File: src/itdc_pkg.sv
// Shared types, constants and the arctangent table for the IMU tilt block.
`default_nettype none
package itdc_pkg;

  // field widths
  localparam int AW   = 17;  // raw acceleration
  localparam int RW   = 16;  // angular rate
  localparam int HW   = 18;  // held values and angles
  localparam int AOW  = 17;  // angle offset
  localparam int SW   = 25;  // calibration sums
  localparam int CCW  = 8;   // calibration count
  localparam int ADW  = 16;  // acceleration deadband
  localparam int GDW  = 17;  // angle deadband
  localparam int CFGW = 17;  // config write data
  localparam int IN_W  = 88;
  localparam int OUT_W = 112;

  // CORDIC datapath
  localparam int CW   = 28;  // x/y word
  localparam int ZW   = 26;  // angle accumulator, 1/65536 degree
  localparam int ATW  = 22;  // table entry width
  localparam int ITER_MAX     = 24;
  localparam int ITERS_DEF    = 16;
  localparam int TAB_IDX_W    = 5;
  localparam logic signed [ZW-1:0] Z_90  = 26'sd5898240;
  localparam logic signed [HW-1:0] ANG_MAX = 18'sd46080;
  localparam logic [15:0] HYP_GAIN = 16'd39797;

  // divider
  localparam int NW  = 28;   // numerator magnitude
  localparam int DNW = 11;   // divisor
  localparam logic [13:0] GRAV_UNITS = 14'd12544;  // 9.8 m/s^2 times 5, in 1/256 units
  localparam logic [2:0]  DIV_LAST   = 3'd5;       // six offsets per calibration run
  localparam logic [2:0]  DIV_ACC_Z  = 3'd2;

  // config register indexes
  typedef enum logic [1:0] {
    REG_CAL_COUNT = 2'd0,
    REG_ACCEL_DB  = 2'd1,
    REG_ANGLE_DB  = 2'd2
  } reg_e;

  localparam logic [CCW-1:0] CAL_COUNT_RST = 8'd10;
  localparam logic [ADW-1:0] ACCEL_DB_RST  = 16'd26;
  localparam logic [GDW-1:0] ANGLE_DB_RST  = 17'd1280;

  typedef enum logic [1:0] {
    PASS_PITCH = 2'd0,
    PASS_MAG   = 2'd1,
    PASS_ROLL  = 2'd2,
    PASS_YAW   = 2'd3
  } pass_e;

  typedef enum logic [3:0] {
    ST_IDLE,
    ST_CORDIC_GO,
    ST_CORDIC_WAIT,
    ST_HYP,
    ST_UPDATE,
    ST_DIV_GO,
    ST_DIV_WAIT,
    ST_CAL_CLR,
    ST_DONE
  } state_e;

  typedef struct packed {
    logic       in_load;
    logic       cordic_start;
    pass_e      pass;
    logic       capture;
    logic       hyp_load;
    logic       update;
    logic       div_start;
    logic [2:0] div_sel;
    logic       div_capture;
    logic       cal_clear;
    logic       out_load;
  } dp_cmd_t;

  typedef struct packed {
    logic cordic_done;
    logic div_done;
    logic cal_end;
  } dp_sts_t;

  // atan(2^-i) in 1/65536 degree
  function automatic logic [ATW-1:0] atan_lut(input logic [TAB_IDX_W-1:0] i);
    logic [ATW-1:0] r;
    unique case (i)
      5'd0:  r = 22'd2949120;
      5'd1:  r = 22'd1740967;
      5'd2:  r = 22'd919879;
      5'd3:  r = 22'd466945;
      5'd4:  r = 22'd234379;
      5'd5:  r = 22'd117304;
      5'd6:  r = 22'd58666;
      5'd7:  r = 22'd29335;
      5'd8:  r = 22'd14668;
      5'd9:  r = 22'd7334;
      5'd10: r = 22'd3667;
      5'd11: r = 22'd1833;
      5'd12: r = 22'd917;
      5'd13: r = 22'd458;
      5'd14: r = 22'd229;
      5'd15: r = 22'd115;
      5'd16: r = 22'd57;
      5'd17: r = 22'd29;
      5'd18: r = 22'd14;
      5'd19: r = 22'd7;
      5'd20: r = 22'd4;
      5'd21: r = 22'd2;
      5'd22: r = 22'd1;
      default: r = 22'd0;
    endcase
    return r;
  endfunction

endpackage
`default_nettype wire

File: src/itdc_cordic.sv
// Iterative vectoring CORDIC: one micro-rotation per cycle.
`default_nettype none
module itdc_cordic
  import itdc_pkg::*;
#(
  parameter int ITERS = ITERS_DEF
) (
  input  wire logic                 clk_i,
  input  wire logic                 rst_ni,
  input  wire logic                 start_i,
  input  wire logic signed [CW-1:0] x_i,
  input  wire logic signed [CW-1:0] y_i,
  output logic                      done_o,
  output logic signed [CW-1:0]      x_o,
  output logic signed [ZW-1:0]      z_o
);

  localparam int ITER_N = (ITERS > ITER_MAX) ? ITER_MAX : ITERS;
  localparam int IW = $clog2(ITER_N);
  localparam logic [IW-1:0] LAST = IW'(ITER_N - 1);

  logic          busy_q, done_q;
  logic [IW-1:0] iter_q;
  logic signed [CW-1:0] x_q, y_q, xs, ys;
  logic signed [ZW-1:0] z_q, at;

  assign xs = x_q >>> iter_q;
  assign ys = y_q >>> iter_q;
  assign at = $signed(ZW'(atan_lut(TAB_IDX_W'(iter_q))));

  // iteration control
  always_ff @(posedge clk_i or negedge rst_ni) begin
    if (!rst_ni) begin
      busy_q <= 1'b0;
      done_q <= 1'b0;
      iter_q <= '0;
    end else begin
      done_q <= busy_q && (iter_q == LAST);
      if (start_i) begin
        busy_q <= 1'b1;
        iter_q <= '0;
      end else if (busy_q) begin
        if (iter_q == LAST) busy_q <= 1'b0;
        iter_q <= iter_q + 1'b1;
      end
    end
  end

  // pre-rotation into the right half plane, then micro-rotations
  always_ff @(posedge clk_i) begin
    if (start_i) begin
      if (x_i < 0) begin
        if (y_i >= 0) begin
          x_q <= y_i;
          y_q <= -x_i;
          z_q <= Z_90;
        end else begin
          x_q <= -y_i;
          y_q <= x_i;
          z_q <= -Z_90;
        end
      end else begin
        x_q <= x_i;
        y_q <= y_i;
        z_q <= '0;
      end
    end else if (busy_q) begin
      if (y_q >= 0) begin
        x_q <= x_q + ys;
        y_q <= y_q - xs;
        z_q <= z_q + at;
      end else begin
        x_q <= x_q - ys;
        y_q <= y_q + xs;
        z_q <= z_q - at;
      end
    end
  end

  assign done_o = done_q;
  assign x_o    = x_q;
  assign z_o    = z_q;

endmodule
`default_nettype wire

File: src/itdc_div.sv
// Restoring unsigned divider, one quotient bit per cycle.
`default_nettype none
module itdc_div
  import itdc_pkg::*;
(
  input  wire logic           clk_i,
  input  wire logic           rst_ni,
  input  wire logic           start_i,
  input  wire logic [NW-1:0]  num_i,
  input  wire logic [DNW-1:0] den_i,
  output logic                done_o,
  output logic [NW-1:0]       quo_o
);

  localparam int CNW = $clog2(NW);
  localparam logic [CNW-1:0] LAST = CNW'(NW - 1);

  logic           busy_q, done_q;
  logic [CNW-1:0] cnt_q;
  logic [DNW-1:0] rem_q, den_q;
  logic [NW-1:0]  quo_q;
  logic [DNW:0]   trial;
  logic           ge;

  assign trial = {rem_q, quo_q[NW-1]};
  assign ge    = trial >= {1'b0, den_q};

  always_ff @(posedge clk_i or negedge rst_ni) begin
    if (!rst_ni) begin
      busy_q <= 1'b0;
      done_q <= 1'b0;
      cnt_q  <= '0;
    end else begin
      done_q <= busy_q && (cnt_q == LAST);
      if (start_i) begin
        busy_q <= 1'b1;
        cnt_q  <= '0;
      end else if (busy_q) begin
        if (cnt_q == LAST) busy_q <= 1'b0;
        cnt_q <= cnt_q + 1'b1;
      end
    end
  end

  // shift in one numerator bit, subtract when it fits
  always_ff @(posedge clk_i) begin
    if (start_i) begin
      rem_q <= '0;
      quo_q <= num_i;
      den_q <= den_i;
    end else if (busy_q) begin
      rem_q <= ge ? DNW'(trial - {1'b0, den_q}) : DNW'(trial);
      quo_q <= {quo_q[NW-2:0], ge};
    end
  end

  assign done_o = done_q;
  assign quo_o  = quo_q;

endmodule
`default_nettype wire

File: src/itdc_ctrl.sv
// Sequencing state machine: CORDIC passes, update, calibration divides, output.
`default_nettype none
module itdc_ctrl
  import itdc_pkg::*;
(
  input  wire logic    clk_i,
  input  wire logic    rst_ni,
  input  wire logic    in_valid_i,
  output logic         in_ready_o,
  output logic         out_valid_o,
  input  wire logic    out_ready_i,
  input  wire dp_sts_t sts_i,
  output dp_cmd_t      cmd_o
);

  state_e     state_q, state_d;
  pass_e      pass_q, pass_d;
  logic [2:0] div_q, div_d;
  logic       out_valid_q, out_valid_d;
  logic       slot_free;

  assign slot_free = !out_valid_q || out_ready_i;

  // next state
  always_comb begin
    state_d = state_q;
    pass_d  = pass_q;
    div_d   = div_q;
    unique case (state_q)
      ST_IDLE: begin
        if (in_valid_i) begin
          state_d = ST_CORDIC_GO;
          pass_d  = PASS_PITCH;
        end
      end
      ST_CORDIC_GO: state_d = ST_CORDIC_WAIT;
      ST_CORDIC_WAIT: begin
        if (sts_i.cordic_done) begin
          if (pass_q == PASS_YAW) begin
            state_d = ST_UPDATE;
          end else begin
            state_d = (pass_q == PASS_MAG) ? ST_HYP : ST_CORDIC_GO;
            pass_d  = pass_e'(pass_q + 2'd1);
          end
        end
      end
      ST_HYP: state_d = ST_CORDIC_GO;
      ST_UPDATE: begin
        state_d = sts_i.cal_end ? ST_DIV_GO : ST_DONE;
        div_d   = '0;
      end
      ST_DIV_GO: state_d = ST_DIV_WAIT;
      ST_DIV_WAIT: begin
        if (sts_i.div_done) begin
          if (div_q == DIV_LAST) begin
            state_d = ST_CAL_CLR;
          end else begin
            state_d = ST_DIV_GO;
            div_d   = div_q + 3'd1;
          end
        end
      end
      ST_CAL_CLR: state_d = ST_DONE;
      ST_DONE: begin
        if (slot_free) state_d = ST_IDLE;
      end
      default: state_d = ST_IDLE;
    endcase
  end

  // datapath commands
  always_comb begin
    cmd_o              = '0;
    cmd_o.pass         = pass_q;
    cmd_o.div_sel      = div_q;
    cmd_o.in_load      = (state_q == ST_IDLE) && in_valid_i;
    cmd_o.cordic_start = (state_q == ST_CORDIC_GO);
    cmd_o.capture      = (state_q == ST_CORDIC_WAIT) && sts_i.cordic_done;
    cmd_o.hyp_load     = (state_q == ST_HYP);
    cmd_o.update       = (state_q == ST_UPDATE);
    cmd_o.div_start    = (state_q == ST_DIV_GO);
    cmd_o.div_capture  = (state_q == ST_DIV_WAIT) && sts_i.div_done;
    cmd_o.cal_clear    = (state_q == ST_CAL_CLR);
    cmd_o.out_load     = (state_q == ST_DONE) && slot_free;
  end

  // output word valid
  always_comb begin
    out_valid_d = out_valid_q;
    if (cmd_o.out_load)   out_valid_d = 1'b1;
    else if (out_ready_i) out_valid_d = 1'b0;
  end

  always_ff @(posedge clk_i or negedge rst_ni) begin
    if (!rst_ni) begin
      state_q     <= ST_IDLE;
      pass_q      <= PASS_PITCH;
      div_q       <= '0;
      out_valid_q <= 1'b0;
    end else begin
      state_q     <= state_d;
      pass_q      <= pass_d;
      div_q       <= div_d;
      out_valid_q <= out_valid_d;
    end
  end

  assign in_ready_o  = (state_q == ST_IDLE);
  assign out_valid_o = out_valid_q;

endmodule
`default_nettype wire

File: src/itdc_dp.sv
// Datapath: input latch, CORDIC, hypot scaling, deadband update, calibration.
`default_nettype none
module itdc_dp
  import itdc_pkg::*;
#(
  parameter int ITERS = ITERS_DEF
) (
  input  wire logic             clk_i,
  input  wire logic             rst_ni,
  input  wire logic [IN_W-1:0]  in_data_i,
  input  wire logic             in_user_i,
  input  wire logic             cfg_we_i,
  input  wire logic [1:0]       cfg_addr_i,
  input  wire logic [CFGW-1:0]  cfg_wdata_i,
  input  wire dp_cmd_t          cmd_i,
  output dp_sts_t               sts_o,
  output logic [OUT_W-1:0]      out_data_o
);

  function automatic logic signed [CW-1:0] sc_a(input logic signed [AW-1:0] v);
    return $signed({{(CW-AW-8){v[AW-1]}}, v, 8'd0});
  endfunction

  function automatic logic signed [CW-1:0] sc_r(input logic signed [RW-1:0] v);
    return $signed({{(CW-RW-8){v[RW-1]}}, v, 8'd0});
  endfunction

  function automatic logic signed [CW-1:0] sc_abs(input logic signed [AW-1:0] v);
    logic signed [AW:0] e;
    e = {v[AW-1], v};
    if (e < 0) e = -e;
    return $signed({{(CW-AW-9){1'b0}}, e, 8'd0});
  endfunction

  // configuration
  logic [CCW-1:0] cal_cnt_q;
  logic [ADW-1:0] accel_db_q;
  logic [GDW-1:0] angle_db_q;

  always_ff @(posedge clk_i or negedge rst_ni) begin
    if (!rst_ni) begin
      cal_cnt_q  <= CAL_COUNT_RST;
      accel_db_q <= ACCEL_DB_RST;
      angle_db_q <= ANGLE_DB_RST;
    end else if (cfg_we_i) begin
      unique case (cfg_addr_i)
        REG_CAL_COUNT: cal_cnt_q  <= cfg_wdata_i[CCW-1:0];
        REG_ACCEL_DB:  accel_db_q <= cfg_wdata_i[ADW-1:0];
        REG_ANGLE_DB:  angle_db_q <= cfg_wdata_i[GDW-1:0];
        default: ;
      endcase
    end
  end

  // input word latch
  logic                 cmd_q;
  logic signed [AW-1:0] acc_q [3];
  logic signed [RW-1:0] rx_q, ry_q;

  always_ff @(posedge clk_i) begin
    if (cmd_i.in_load) begin
      cmd_q    <= in_user_i;
      acc_q[0] <= $signed(in_data_i[16:0]);
      acc_q[1] <= $signed(in_data_i[33:17]);
      acc_q[2] <= $signed(in_data_i[50:34]);
      rx_q     <= $signed(in_data_i[66:51]);
      ry_q     <= $signed(in_data_i[82:67]);
    end
  end

  // CORDIC operand select
  logic signed [CW-1:0] cx, cy, c_x;
  logic signed [ZW-1:0] c_z;
  logic signed [CW-1:0] mag_q, hyp_q;
  logic                 c_done;

  always_comb begin
    unique case (cmd_i.pass)
      PASS_PITCH: begin cx = sc_a(acc_q[2]);   cy = sc_a(acc_q[1]);   end
      PASS_MAG:   begin cx = sc_abs(acc_q[2]); cy = sc_abs(acc_q[1]); end
      PASS_ROLL:  begin cx = hyp_q;            cy = -sc_a(acc_q[0]);  end
      PASS_YAW:   begin cx = sc_r(rx_q);       cy = sc_r(ry_q);       end
      default:    begin cx = '0;               cy = '0;               end
    endcase
  end

  itdc_cordic #(.ITERS(ITERS)) u_cordic (
    .clk_i   (clk_i),
    .rst_ni  (rst_ni),
    .start_i (cmd_i.cordic_start),
    .x_i     (cx),
    .y_i     (cy),
    .done_o  (c_done),
    .x_o     (c_x),
    .z_o     (c_z)
  );

  // round to 1/256 degree and clamp to +-180 degrees
  logic signed [ZW-1:0] z_rnd;
  logic signed [HW-1:0] r_ang, r_clamp;
  logic                 zero_vec;

  assign z_rnd = c_z + ZW'(128);
  assign r_ang = HW'(z_rnd >>> 8);

  always_comb begin
    if (r_ang > ANG_MAX)       r_clamp = ANG_MAX;
    else if (r_ang < -ANG_MAX) r_clamp = -ANG_MAX;
    else                       r_clamp = r_ang;
    unique case (cmd_i.pass)
      PASS_PITCH: zero_vec = (acc_q[1] == 0) && (acc_q[2] == 0);
      PASS_ROLL:  zero_vec = (hyp_q == 0) && (acc_q[0] == 0);
      PASS_YAW:   zero_vec = (rx_q == 0) && (ry_q == 0);
      default:    zero_vec = 1'b0;
    endcase
  end

  // angle capture and hypot gain correction
  logic signed [HW-1:0] ang_q [3];
  logic [CW+15:0]       hyp_prod;

  assign hyp_prod = ({16'd0, mag_q} * {{CW{1'b0}}, HYP_GAIN}) + (CW+16)'(32768);

  always_ff @(posedge clk_i) begin
    if (cmd_i.capture) begin
      unique case (cmd_i.pass)
        PASS_PITCH: ang_q[0] <= zero_vec ? '0 : r_clamp;
        PASS_MAG:   mag_q    <= c_x;
        PASS_ROLL:  ang_q[1] <= zero_vec ? '0 : r_clamp;
        PASS_YAW:   ang_q[2] <= zero_vec ? '0 : r_clamp;
        default: ;
      endcase
    end
    if (cmd_i.hyp_load) hyp_q <= $signed(hyp_prod[CW+15:16]);
  end

  // deadband update candidates
  logic signed [HW-1:0]  held_acc_q [3];
  logic signed [HW-1:0]  held_ang_q [3];
  logic signed [HW-1:0]  acc_off_q  [3];
  logic signed [AOW-1:0] ang_off_q  [3];
  logic signed [SW-1:0]  acc_sum_q  [3];
  logic signed [SW-1:0]  ang_sum_q  [3];
  logic [CCW-1:0]        count_q;
  logic                  cal_done_q;

  logic signed [HW-1:0] acc_new [3];
  logic signed [HW-1:0] ang_new [3];
  logic                 acc_take [3];
  logic                 ang_take [3];

  always_comb begin
    logic signed [HW:0]   d;
    logic signed [HW+1:0] dv;
    logic signed [HW:0]   g, dg;
    for (int i = 0; i < 3; i++) begin
      d = {{2{acc_q[i][AW-1]}}, acc_q[i]} - {acc_off_q[i][HW-1], acc_off_q[i]};
      if (d > (HW+1)'(131071))       acc_new[i] = 18'sd131071;
      else if (d < -(HW+1)'(131072)) acc_new[i] = -18'sd131072;
      else                           acc_new[i] = HW'(d);
      dv = {{2{acc_new[i][HW-1]}}, acc_new[i]} - {{2{held_acc_q[i][HW-1]}}, held_acc_q[i]};
      if (dv < 0) dv = -dv;
      acc_take[i] = dv > $signed({4'd0, accel_db_q});
      g  = {ang_q[i][HW-1], ang_q[i]} - {{2{ang_off_q[i][AOW-1]}}, ang_off_q[i]};
      ang_new[i] = HW'(g);
      dg = g - {held_ang_q[i][HW-1], held_ang_q[i]};
      if (dg < 0) dg = -dg;
      ang_take[i] = dg > $signed({2'd0, angle_db_q});
    end
  end

  // calibration bookkeeping
  logic [CCW-1:0] n_eff, count_inc;
  logic           cal_end;

  assign n_eff     = (cal_cnt_q == '0) ? CCW'(1) : cal_cnt_q;
  assign count_inc = count_q + 1'b1;
  assign cal_end   = cmd_q && (count_inc >= n_eff);

  // divider operands with round half away from zero
  logic signed [NW-1:0] num_s;
  logic [DNW-1:0]       den;
  logic [NW-1:0]        num_mag, quo;
  logic                 neg_q, d_done;
  logic signed [NW-1:0] q_s;

  always_comb begin
    unique case (cmd_i.div_sel)
      3'd0: num_s = NW'(acc_sum_q[0]);
      3'd1: num_s = NW'(acc_sum_q[1]);
      3'd2: num_s = (NW'(acc_sum_q[2]) <<< 2) + NW'(acc_sum_q[2])
                    - $signed(NW'(GRAV_UNITS * n_eff));
      3'd3: num_s = NW'(ang_sum_q[0]);
      3'd4: num_s = NW'(ang_sum_q[1]);
      3'd5: num_s = NW'(ang_sum_q[2]);
      default: num_s = '0;
    endcase
    den     = (cmd_i.div_sel == DIV_ACC_Z) ? DNW'(n_eff * 3'd5) : DNW'(n_eff);
    num_mag = ((num_s < 0) ? NW'(-num_s) : NW'(num_s)) + NW'(den >> 1);
  end

  itdc_div u_div (
    .clk_i   (clk_i),
    .rst_ni  (rst_ni),
    .start_i (cmd_i.div_start),
    .num_i   (num_mag),
    .den_i   (den),
    .done_o  (d_done),
    .quo_o   (quo)
  );

  always_ff @(posedge clk_i) begin
    if (cmd_i.div_start) neg_q <= num_s < 0;
  end

  assign q_s = neg_q ? -$signed(quo) : $signed(quo);

  // architectural state
  always_ff @(posedge clk_i or negedge rst_ni) begin
    if (!rst_ni) begin
      for (int i = 0; i < 3; i++) begin
        held_acc_q[i] <= '0;
        held_ang_q[i] <= '0;
        acc_off_q[i]  <= '0;
        ang_off_q[i]  <= '0;
        acc_sum_q[i]  <= '0;
        ang_sum_q[i]  <= '0;
      end
      count_q    <= '0;
      cal_done_q <= 1'b0;
    end else begin
      if (cmd_i.update) begin
        if (!cmd_q) begin
          for (int i = 0; i < 3; i++) begin
            if (acc_take[i]) held_acc_q[i] <= acc_new[i];
            if (ang_take[i]) held_ang_q[i] <= ang_new[i];
          end
        end else begin
          for (int i = 0; i < 3; i++) begin
            acc_sum_q[i] <= acc_sum_q[i] + SW'(acc_q[i]);
            ang_sum_q[i] <= ang_sum_q[i] + SW'(ang_q[i]);
          end
          count_q <= count_inc;
        end
      end
      if (cmd_i.div_capture) begin
        unique case (cmd_i.div_sel)
          3'd0: acc_off_q[0] <= HW'(q_s);
          3'd1: acc_off_q[1] <= HW'(q_s);
          3'd2: acc_off_q[2] <= HW'(q_s);
          3'd3: ang_off_q[0] <= AOW'(q_s);
          3'd4: ang_off_q[1] <= AOW'(q_s);
          3'd5: ang_off_q[2] <= AOW'(q_s);
          default: ;
        endcase
      end
      if (cmd_i.cal_clear) begin
        for (int i = 0; i < 3; i++) begin
          acc_sum_q[i] <= '0;
          ang_sum_q[i] <= '0;
        end
        count_q    <= '0;
        cal_done_q <= 1'b1;
      end
    end
  end

  // result word register
  logic [OUT_W-1:0] out_q;

  always_ff @(posedge clk_i) begin
    if (cmd_i.out_load) begin
      out_q <= {3'd0, cal_done_q, held_ang_q[2], held_ang_q[1], held_ang_q[0],
                held_acc_q[2], held_acc_q[1], held_acc_q[0]};
    end
  end

  assign sts_o      = '{cordic_done: c_done, div_done: d_done, cal_end: cal_end};
  assign out_data_o = out_q;

endmodule
`default_nettype wire

File: src/imu_tilt_deadband_calibrated.sv
// Top level: IMU tilt angles with deadband hold and offset calibration.
//
// Input stream (s_axis): one word per IMU sample; tuser selects measure (0)
// or calibration sample (1). Output stream (m_axis): one word per input word
// carrying the held accelerations, held pitch/roll/yaw and the calibrated flag.
// Config port: cfg_we_i writes register cfg_addr_i (0 calibration count,
// 1 acceleration deadband, 2 angle deadband) at the clock edge.
//
// Each word runs four passes through one shared iterative CORDIC, plus
// hypot scaling, update and output load. The word that ends a
// calibration run adds six serial divides and a step to clear the sums.
// One word is in flight at a time; the next is taken as soon as the result
// is parked in the output register, even if m_axis is still stalled.
// A stalled receiver holds the finished word; the block then waits before
// loading a second result. Reset clears all held values, offsets, sums and
// the calibrated flag, and restores the register defaults.
`default_nettype none
module imu_tilt_deadband_calibrated
  import itdc_pkg::*;
#(
  parameter int CORDIC_ITERATIONS = ITERS_DEF
) (
  input  wire logic             clk_i,
  input  wire logic             rst_ni,
  input  wire logic             s_axis_tvalid,
  output logic                  s_axis_tready,
  // accel_x, accel_y, accel_z, rate_x, rate_y
  input  wire logic [IN_W-1:0]  s_axis_tdata,
  // command
  input  wire logic             s_axis_tuser,
  output logic                  m_axis_tvalid,
  input  wire logic             m_axis_tready,
  // held_accel_x/y/z, held_pitch, held_roll, held_yaw, calibrated
  output logic [OUT_W-1:0]      m_axis_tdata,
  input  wire logic             cfg_we_i,
  input  wire logic [1:0]       cfg_addr_i,
  input  wire logic [CFGW-1:0]  cfg_wdata_i
);

  dp_cmd_t cmd;
  dp_sts_t sts;

  itdc_ctrl u_ctrl (
    .clk_i       (clk_i),
    .rst_ni      (rst_ni),
    .in_valid_i  (s_axis_tvalid),
    .in_ready_o  (s_axis_tready),
    .out_valid_o (m_axis_tvalid),
    .out_ready_i (m_axis_tready),
    .sts_i       (sts),
    .cmd_o       (cmd)
  );

  itdc_dp #(.ITERS(CORDIC_ITERATIONS)) u_dp (
    .clk_i       (clk_i),
    .rst_ni      (rst_ni),
    .in_data_i   (s_axis_tdata),
    .in_user_i   (s_axis_tuser),
    .cfg_we_i    (cfg_we_i),
    .cfg_addr_i  (cfg_addr_i),
    .cfg_wdata_i (cfg_wdata_i),
    .cmd_i       (cmd),
    .sts_o       (sts),
    .out_data_o  (m_axis_tdata)
  );

`ifndef SYNTHESIS
  // a loaded result is offered next cycle
  a_out_load: assert property (@(posedge clk_i) disable iff (!rst_ni)
    cmd.out_load |=> m_axis_tvalid) else $error("result not offered after load");

  // an accepted word blocks further input while it is processed
  a_one_item: assert property (@(posedge clk_i) disable iff (!rst_ni)
    (s_axis_tvalid && s_axis_tready) |=> !s_axis_tready)
    else $error("input taken while busy");

  // end of a calibration run starts the offset divides
  a_cal_div: assert property (@(posedge clk_i) disable iff (!rst_ni)
    (cmd.update && sts.cal_end) |=> cmd.div_start)
    else $error("calibration end without divide");
`endif

endmodule
`default_nettype wire

File: config.mk
export PLATFORM = sky130hd
export DESIGN_NAME = imu_tilt_deadband_calibrated
export DESIGN_NICKNAME = d
export VERILOG_FILES = /design/src/itdc_pkg.sv /design/src/itdc_cordic.sv /design/src/itdc_div.sv /design/src/itdc_ctrl.sv /design/src/itdc_dp.sv /design/src/imu_tilt_deadband_calibrated.sv
export SDC_FILE = /design/constraint.sdc
export NUM_CORES = 2
export LEC_CHECK = 0
export ABC_AREA = 1
export BUFFER_PORTS_ARGS = -buffer_cell sky130_fd_sc_hd__buf_2
export CAP_MARGIN = 10
export CORE_MARGIN = 4
export CORE_UTILIZATION = 40
export CTS_CLUSTER_DIAMETER = 50
export DETAILED_ROUTE_END_ITERATION = 8
export GPL_ROUTABILITY_DRIVEN = 0
export PLACE_DENSITY = 0.6
export SETUP_SLACK_MARGIN = 0.5
export SYNTH_ARGS = -nofsm -noshare
export SYNTH_HDL_FRONTEND = slang
export SYNTH_SLANG_ARGS = --single-unit
File: constraint.sdc
create_clock -name clk_i -period 11.8 [get_ports clk_i]
set_input_delay 3.54 -clock clk_i [delete_from_list [all_inputs] [get_ports clk_i]]
set_output_delay 3.54 -clock clk_i [all_outputs]
set_load 0.005 [all_outputs]
==> metrics <==
Max Freq=~0.11 GHz; hold worst-path end=u_dp.out_data_o[108]$_DFFE_PP_; Crit. End Element=register; drt via density=5.414; crit share post-route=0.8052; Cell Area, Synth=80690 um^2; Worst Path Required=~12 ns; hold_sp=u_dp.cal_done_q$_DFFE_PN0P_; final hold violations=0; # setup viols final=0; clk sinks=872; antenna violations before repair=24; CP max FO=32; number of synthesized flops with an enable pin=around 430; post-route ant nets=0; synth warn=0; Ports=roughly 230; final WL=270.8 mm; Seq cells post-synth=~870; post-DP HPWL=approximately 220 mm; maximum clock path buffer count=3; pre-CTS setup slack=2.394 ns; Reg2Reg Setup Slack=2.30 ns; core area=approximately 200000 um^2; # DRC=0; Crit-path slowest cell=nor2_1; ratio of cells with drive above 1 in the final layout=0.07079; WL/cell=approximately 20 um; floorplan row count=164; Setup Buffers After CTS=0; Reg-to-Reg Start=u_dp.cal_cnt_q[2]$_DFFE_PN0P_; DR vias=73354; CTS tree=built; Post-Syn Instances=roughly 11000; Max stage delay on crit path=around 0.66 ns; Root Driver=clkbuf_16; final setup TNS=0 ns; critical path class=reg2reg; Hold-fix buffers, CTS=0; worst skew pair latency=a little over 0.8 ns; final worst setup slack=approximately 2.3 ns; H-tree levels=4; fin area=89710 um^2; Fill cells=roughly 20000; Resize count post-CTS=0; most common cell after layout, fill and taps aside=nand2_1; FF-to-FF path depth=46; vias in the first global route=around 70000; count of input and output buffers=roughly 220; power per cell area=roughly 210 nW/um^2; Hold Path Stages=0; Pwr Total=between 0.015 and 0.02 W; TritonCTS buffer count=138; Main synth FF type=dfrtp_1; Worst EP arrival=slightly above 10 ns; end of the worst register-to-register path=u_dp.u_div.quo_o[24]$_DFFE_PP_; largest net degree at the start of global routing=130; most frequent CP cell=ha_1; gr usage total=0.2537; worst slew pin tran=1.221 ns; grt total ovfl=0; status=complete, no violations; min Tclk post-route=roughly 9.5 ns; HP Class=reg2reg; worst clock skew=0.07359 ns; Die Wd=about 460 um; Die Area=between 200000 and 250000 um^2; TritonRoute pass-1 iters=7; maximum VDD drop=~0.18 mV; Initial DRC Count=a little under 7000; first-pass GRT wire length=412.0 mm; Max-Cap Viols=0; Die Span Y=457.1 um; synth unique cells=82; Hold WS=0.4488 ns; most frequent cells in the layout=nand2_1 (2349), inv_1 (1660), ha_1 (847); Reg clk slew, reported paths=0.06 ns; Final Max Slew Viols=0; RSZ-0062 raised after global routing=no; Initial Util=0.4029; Placed Area=between 80000 and 90000 um^2; startpoint types=register; Rel. slew slack=0.1833; register area share after synthesis=0.2962; Area Growth Syn to Fin=11.18%; nets=about 12000; leak pwr=between 40 and 50 nW; Mapped Avg Cell Area=approximately 7.7 um^2; FFs w/ async S/R, synth=0.5000
[critical path: cells and delay by family, from the launching register on]
kind	cells	cell delay [ns]
flip-flops	1	0.64
buffers and inverters	5	0.69
adder cells (fa/ha/maj)	8	2.80
XOR/XNOR	2	0.45
AO/OA/AOI/OAI	9	1.26
AND/OR/NAND/NOR	22	3.39
[layer usage]
| layer | global-route usage | part of all wire |
|---|---|---|
| met5 | 0 | 0.00026 |
| met4 | 0.1351 | 0.062 |
| met3 | 0.04471 | 0.076 |
| met2 | 0.3980 | 0.44 |
| met1 | 0.3336 | 0.43 |
[worst max-delay path by stage]
stage | to | from | slack (ns)
floorplan | u_dp.out_data_o[0]$_DFFE_PP_ | m_axis_tready | 3.10
global placement | u_dp.u_div.quo_o[26]$_DFFE_PP_ | u_dp.cal_cnt_q[2]$_DFFE_PN0P_ | 2.50
detailed placement | u_dp.u_div.quo_o[24]$_DFFE_PP_ | u_dp.cal_cnt_q[2]$_DFFE_PN0P_ | 2.39
CTS | u_dp.u_div.quo_o[24]$_DFFE_PP_ | u_dp.cal_cnt_q[2]$_DFFE_PN0P_ | 2.37
global route | u_dp.u_div.quo_o[26]$_DFFE_PP_ | u_dp.cal_cnt_q[2]$_DFFE_PN0P_ | 1.63
finish | u_dp.u_div.quo_o[24]$_DFFE_PP_ | u_dp.cal_cnt_q[2]$_DFFE_PN0P_ | 2.30
[power by group]
| group | internal [W] | switching, W |
|---|---|---|
| clock network | 0.00254 | 0.00173 |
| logic | 0.00368 | 0.00676 |
| registers | 0.00378 | 0.000380 |
| total | 0.0100 | 0.00887 |
[final cells by class]
class                   count  area [um^2]  area share
multi-input cells        7744        49430      0.5510
flip-flops and latches    872        23900      0.2665
inverters                1689         6347     0.07076
clock buffers             168         3722     0.04149
well taps                2656         3323     0.03704
repair buffers            315         1846     0.02057
clock inverters            89         1091     0.01216
diodes                     17        42.54   0.0004742
[logic make-up after synthesis]
| logic type | Yosys count | share of synthesized area |
|---|---|---|
| adder cells (fa/ha/maj) | 1087 | 0.1909 |
| flip-flops | 872 | 0.2962 |
| AO/OA/AOI/OAI | 2090 | 0.1477 |
| buffers and inverters | 1916 | 0.09242 |
| other | 1 | 0.00004648 |
| XOR/XNOR | 530 | 0.05841 |
| multiplexers | 16 | 0.001985 |
| AND/OR/NAND/NOR | 4018 | 0.2123 |
[synthesized netlist by cell type, drive strengths merged, types with 10 or more instances]
master,instances,area share
a211oi,34,0.0032
a21boi,36,0.0035
a21o,33,0.0031
a21oi,753,0.047
a221oi,12,0.0014
a31oi,45,0.0035
buf,100,0.0079
clkbuf,127,0.0059
clkinv,11,0.00051
dfrtp,429,0.13
dfxtp,11,0.0027
edfxtp,425,0.16
fa,240,0.060
ha,847,0.13
inv,1678,0.078
mux2i,16,0.0020
nand2,2385,0.11
nand3,553,0.036
nand3b,36,0.0033
nand4,105,0.0081
nor2,696,0.035
nor3,126,0.0079
nor3b,10,0.00093
nor4,44,0.0035
o2111ai,12,0.0013
o211ai,47,0.0045
o21a,41,0.0038
o21ai,826,0.052
o21bai,35,0.0033
o221ai,48,0.0052
o22ai,70,0.0054
o31ai,53,0.0050
or2,49,0.0038
xnor2,156,0.017
xor2,374,0.041
[state kept, by name, indices dropped and copies added (netlist names), 17 cells and up]
register,cells
u_dp.ang_sum_q,75
u_dp.u_cordic.x_o,28
u_dp.ang_off_q,51
u_dp.held_ang_q,54
u_dp.u_cordic.y_q,28
u_dp.acc_q,51
u_dp.mag_q,28
u_dp.angle_db_q,17
u_dp.held_acc_q,54
u_dp.u_cordic.z_o,26
u_dp.ang_q,54
u_dp.acc_off_q,54
u_dp.u_div.quo_o,28
u_dp.hyp_q,28
u_dp.acc_sum_q,75
u_dp.out_data_o,109
[through the flow]
| step | utilization | instances |
|---|---|---|
| finish | 0.4479 | 13550 |
| global placement | 0.4236 | 13275 |
| CTS | 0.4477 | 13532 |
| detailed placement | 0.4236 | 13275 |
| global route | 0.4477 | 13535 |
| floorplan | - | 10532 |
(Power assumes the default switching activity.)
